## src/rtl/tpmlf_pkg.sv

```systemverilog
// ----------------------------------------------------------------------------
// tpmlf_pkg: shared types and constants
// Field widths, port codes and the control bundle that drives a table chain.
// ----------------------------------------------------------------------------
`default_nettype none

package tpmlf_pkg;

    // Field widths
    localparam int PORT_W  = 2;
    localparam int MAC_W   = 48;
    localparam int COUNT_W = 7;

    // Default table size
    localparam int DEFAULT_TABLE_DEPTH = 64;

    // Ingress port codes
    localparam logic [PORT_W-1:0] PORT_LEFT  = 2'd0;
    localparam logic [PORT_W-1:0] PORT_RIGHT = 2'd1;

    // Egress port codes
    localparam logic EGRESS_LEFT  = 1'b0;
    localparam logic EGRESS_RIGHT = 1'b1;

    // Control bundle from the sequencer to one table chain
    typedef struct packed {
        logic hit_clr;  // new lookup starts, drop the old hit
        logic scan;     // rotate the ring one place and compare at the head
        logic learn;    // store the key at the first free cell
    } chain_ctrl_t;

    // Status bundle from one table chain
    typedef struct packed {
        logic hit;      // key matched a stored entry during the last scan
        logic full;     // every cell holds an entry
    } chain_stat_t;

endpackage

`default_nettype wire

```

## src/rtl/tpmlf_cell.sv

```systemverilog
// ----------------------------------------------------------------------------
// tpmlf_cell: one table entry
// Holds one address; takes its neighbor's entry on a rotate, or the key on a write.
// ----------------------------------------------------------------------------
`default_nettype none

module tpmlf_cell
(
    input  wire logic                        clk,
    input  wire logic                        shift,
    input  wire logic                        load,
    input  wire logic [tpmlf_pkg::MAC_W-1:0] neighbor_mac,
    input  wire logic [tpmlf_pkg::MAC_W-1:0] load_mac,
    output      logic [tpmlf_pkg::MAC_W-1:0] entry
);
    import tpmlf_pkg::*;

    logic [MAC_W-1:0] entry_reg;

    // Entry storage, no reset: read only once written
    always_ff @(posedge clk)
    begin
        if (load)
        begin
            entry_reg <= load_mac;
        end
        else if (shift)
        begin
            entry_reg <= neighbor_mac;
        end
    end

    assign entry = entry_reg;

endmodule

`default_nettype wire

```

## src/rtl/tpmlf_chain.sv

```systemverilog
// ----------------------------------------------------------------------------
// tpmlf_chain: one learned-address table as a ring of cells
// Entries rotate one place per scan cycle past a single comparator at the head;
// after DEPTH rotations every entry is back at its own cell.
// ----------------------------------------------------------------------------
`default_nettype none

module tpmlf_chain
#(
    parameter int DEPTH = tpmlf_pkg::DEFAULT_TABLE_DEPTH,
    parameter int IDX_W = (DEPTH > 1) ? $clog2(DEPTH) : 1,
    parameter int CNT_W = $clog2(DEPTH + 1)
)
(
    input  wire logic                        clk,
    input  wire logic                        rst_n,
    input  wire tpmlf_pkg::chain_ctrl_t      ctrl,
    input  wire logic [IDX_W-1:0]            scan_idx,
    input  wire logic [tpmlf_pkg::MAC_W-1:0] key,
    output      tpmlf_pkg::chain_stat_t      stat,
    output      logic [CNT_W-1:0]            count
);
    import tpmlf_pkg::*;

    logic [MAC_W-1:0] entry [DEPTH];
    logic [CNT_W-1:0] count_reg;
    logic [CNT_W-1:0] count_next;
    logic             hit_reg;
    logic             hit_next;
    logic             head_match;

    // Ring of cells: cell i takes cell i+1, the last takes the head
    for (genvar i = 0; i < DEPTH; i++)
    begin : g_cell
        tpmlf_cell u_cell
        (
            .clk          (clk),
            .shift        (ctrl.scan),
            .load         (ctrl.learn && (count_reg == CNT_W'(i))),
            .neighbor_mac (entry[(i + 1) % DEPTH]),
            .load_mac     (key),
            .entry        (entry[i])
        );
    end

    // Head compare, only for entries below the fill count
    assign head_match = (entry[0] == key) && ({1'b0, CNT_W'(scan_idx)} < {1'b0, count_reg});

    always_comb
    begin
        hit_next = hit_reg;
        if (ctrl.hit_clr)
        begin
            hit_next = 1'b0;
        end
        else if (ctrl.scan && head_match)
        begin
            hit_next = 1'b1;
        end
    end

    assign count_next = ctrl.learn ? count_reg + CNT_W'(1) : count_reg;

    always_ff @(posedge clk or negedge rst_n)
    begin
        if (!rst_n)
        begin
            count_reg <= '0;
            hit_reg   <= 1'b0;
        end
        else
        begin
            count_reg <= count_next;
            hit_reg   <= hit_next;
        end
    end

    assign stat.hit  = hit_reg;
    assign stat.full = (count_reg == CNT_W'(DEPTH));
    assign count     = count_reg;

endmodule

`default_nettype wire
```

## config.mk

```make
export PLATFORM = sky130hd
export DESIGN_NAME = tpmlf_chain
export DESIGN_NICKNAME = d
export VERILOG_FILES = /design/src/rtl/tpmlf_pkg.sv /design/src/rtl/tpmlf_cell.sv /design/src/rtl/tpmlf_chain.sv
export SDC_FILE = /design/constraint.sdc
export NUM_CORES = 2
export LEC_CHECK = 0
export ABC_AREA = 1
export BUFFER_PORTS_ARGS = -buffer_cell sky130_fd_sc_hd__buf_4
export CORE_ASPECT_RATIO = 0.6
export CORE_MARGIN = 2
export CORE_UTILIZATION = 30
export CTS_BUF_LIST = sky130_fd_sc_hd__clkbuf_4
export CTS_CLUSTER_DIAMETER = 50
export DETAILED_ROUTE_END_ITERATION = 7
export MAX_ROUTING_LAYER = met4
export PLACE_DENSITY = 0.46
export SKIP_LAST_GASP = 1
export SYNTH_ARGS = -nofsm -noshare
export SYNTH_HDL_FRONTEND = slang
export SYNTH_SLANG_ARGS = --single-unit
```

## constraint.sdc

```tcl
create_clock -name clk -period 6.6 [get_ports clk]
set_clock_uncertainty 0.1 [all_clocks]
set_input_delay 1.32 -clock clk [delete_from_list [all_inputs] [get_ports clk]]
set_output_delay 1.32 -clock clk [all_outputs]
set_load 0.1 [all_outputs]
```

==> impl_metrics.json <==
{
  "start_util_pct": 30.2,
  "p_sw_share_pct": 26.4,
  "switchingPower_mw": 11.9,
  "drive_gt1_share_pct": 13.7,
  "syn_area_mm2": 0.125,
  "rsz0062_at_grt": "no",
  "cts_made_buffers": 744,
  "first_pass_iters": 6,
  "drcViolationCount": 0,
  "whs_ns": 0.207,
  "hold_path.class": "in2async",
  "gp_congestion": 0.831,
  "grt_usage_pct": 16.4,
  "slew_headroom_pct": 8.02,
  "synth_edf_count": 3072,
  "fp.coreArea_mm2": 0.415,
  "hold_buffers": 2,
  "cts_tree": "built",
  "place_area_mm2": 0.130,
  "sequentialPowerShare_pct": 55.6,
  "postCtsSetupBuffers": 0,
  "seqCellArea_mm2": 0.0924,
  "ys_warn_count": 0,
  "num_vias": 82831,
  "grt_pass1_wl_um": 522000,
  "drtIter0Drc": 8676,
  "synth_top_area_share_pct": 73.7,
  "final_cell_area_mm2": 0.139,
  "pin_count": 68,
  "routed_via_density": 4.97,
  "grt_pass1_vias": 81310,
  "crit_path_start_kind": "flop",
  "period_share_pct": 76.7,
  "crit_fanout": 9,
  "power_mw": 45.1,
  "max_freq_mhz": 198,
  "syn_inst": 10637,
  "multiInputGateArea_mm2": 0.0289,
  "tightest_slew_ns": 1.38,
  "cp-end-kind": "output pin",
  "cts_max_level": 6,
  "routed_wirelength_um": 347000,
  "die-area_mm2": 0.423,
  "tns_ns": 0,
  "wl_per_cell_um": 20.8,
  "vdd_drop_max_v": 0.000137,
  "max_cap_viol_count": 0,
  "grt_max_degree": 98,
  "ant_nets": 0,
  "status": "complete, no violations",
  "intPower_mw": 33.2,
  "dp_hpwl_um": 215000,
  "fin_crit_ns": 5.06,
  "clock_sinks": 3080,
  "clk_latency_ns": 1.41,
  "comb_power_share_pct": 9.7,
  "grt.overflow.total": 0,
  "final_core_util_pct": 33.6,
  "die_x_um": 838,
  "final-setup-viol-count": 0,
  "synth-seq-cells": 3080,
  "yosys-top-cells-area": "edfxtp_1 74%, o21ai_0 12%, nand2_1 9.6%, clkbuf_1 2.3%, buf_2 0.67%",
  "synth_common_cells": "3216 x nand2_1, 3072 x edfxtp_1, 3026 x o21ai_0",
  "cts-root-buf": "clkbuf_4",
  "cts.clk_slew.worst_paths_ns": 0.07,
  "ys_async_sr_fraction_pct": 0.260,
  "power.density_mw_per_mm2": 323,
  "clock_path_buffers": 4,
  "rows": 183,
  "yosysMostFrequentCell": "nand2_1",
  "p_leak_nw": 53.9,
  "finalHoldViolCount": 0,
  "synth_seq_area_share_pct": 73.9,
  "cp.required_ns": 5.18,
  "die_h_um": 504,
  "io_buffer_count": 67,
  "post_synth_num_cell_types": 26,
  "ff2ff_path_depth": 6,
  "largest_reg_flops": 3072,
  "post_cts_resized": 0,
  "antenna_found_initial": 34,
  "crit_arrival_ns": 3.64,
  "pwr-share-clk_pct": 34.7,
  "yosys_most_used_dff": "edfxtp_1",
  "fillers": 42002,
  "synth_top_cell_by_area": "edfxtp_1",
  "avgSynthCellArea_um2": 11.8,
  "fin_nets": 10716,
  "drv_slew": 0,
  "synth_nets": 10705,
  "path_class": "reg2out",
  "area_delta_synth_final_pct": 11.3
}
-- worst paths after layout --
check	to	slack [ns]	from
min in group clk	g_cell[2].u_cell.entry[35]	0.29	key[35]
min reg2reg	g_cell[12].u_cell.entry[30]	0.36	g_cell[13].u_cell.entry[30]
max in group asynchronous	count[0]	5.93	rst_n
max reg2reg	g_cell[58].u_cell.entry[23]	2.48	count[6]
min	hit_reg	0.21	rst_n
max	stat[0]	1.54	count[2]
-- power groups by stage --
| stage | clock network, mW | registers [mW] | logic, mW |
|---|---|---|---|
| global placement | 0 | 25.5 | 4.35 |
| global route | 17.0 | 25.2 | 4.99 |
| floorplan | 0 | 25.3 | 2.68 |
| detailed placement | 0 | 25.4 | 4.38 |
| CTS | 16.1 | 25.1 | 4.42 |
| finish | 15.6 | 25.1 | 4.38 |
-- cells in the final DEF (no fill, tap or decap), types with 26 or more instances in the layout --
cell,n
edfxtp_1,3072
o21ai_0,3025
nand2_1,3120
inv_1,39
clkinv_1,98
clkinv_2,28
buf_4,228
clkbuf_4,1047
xor2_1,26
nor2_1,114
a21oi_1,52
inv_2,70
nand2_2,90
-- cell families after synthesis --
| kind of cell | count (synthesis) | share of synthesized area (%) |
|---|---|---|
| compound gates | 3080 | 12.3 |
| buf+inv | 1078 | 3.40 |
| fa+ha+maj | 9 | 0.0900 |
| xor+xnor | 29 | 0.203 |
| flops | 3080 | 73.9 |
| simple gates | 3361 | 10.1 |
-- final cells by class --
class | count | share of cell area (%)
Inverter | 112 | 0.314
Sequential cell | 3080 | 66.3
Timing Repair Buffer | 231 | 1.26
Antenna cell | 20 | 0.0359
Tap cell | 5550 | 4.98
Clock inverter | 150 | 0.722
Clock buffer | 1047 | 5.64
Multi-Input combinational cell | 6479 | 20.7
-- through the flow --
step                      cells  worst slack (ns)
after floorplan           10637             0.949
after global placement    15449              1.88
after detailed placement  15449              1.86
after CTS                 16648              1.35
after global routing      16666              1.41
final                     16669              1.54
-- critical path, cell delays in order (launching register included) --
cell     delay [ns]
dfrtp_1        0.51
nor2_1         0.43
inv_2          0.12
nor2_1         0.36
and3_1         0.44
buf_4          0.36
-- routing by layer --
layer / global-route usage [%] / vias up / part of all wire (%)
met5: - / - / 0
met4: 3.91 / 0 / 1.9
met3: 4.69 / 533 / 9.5
met2: 20.3 / 3037 / 38
met1: 25.7 / 41413 / 51
li1: - / 37848 / -
No activity file was read; power rests on OpenSTA's default activity.
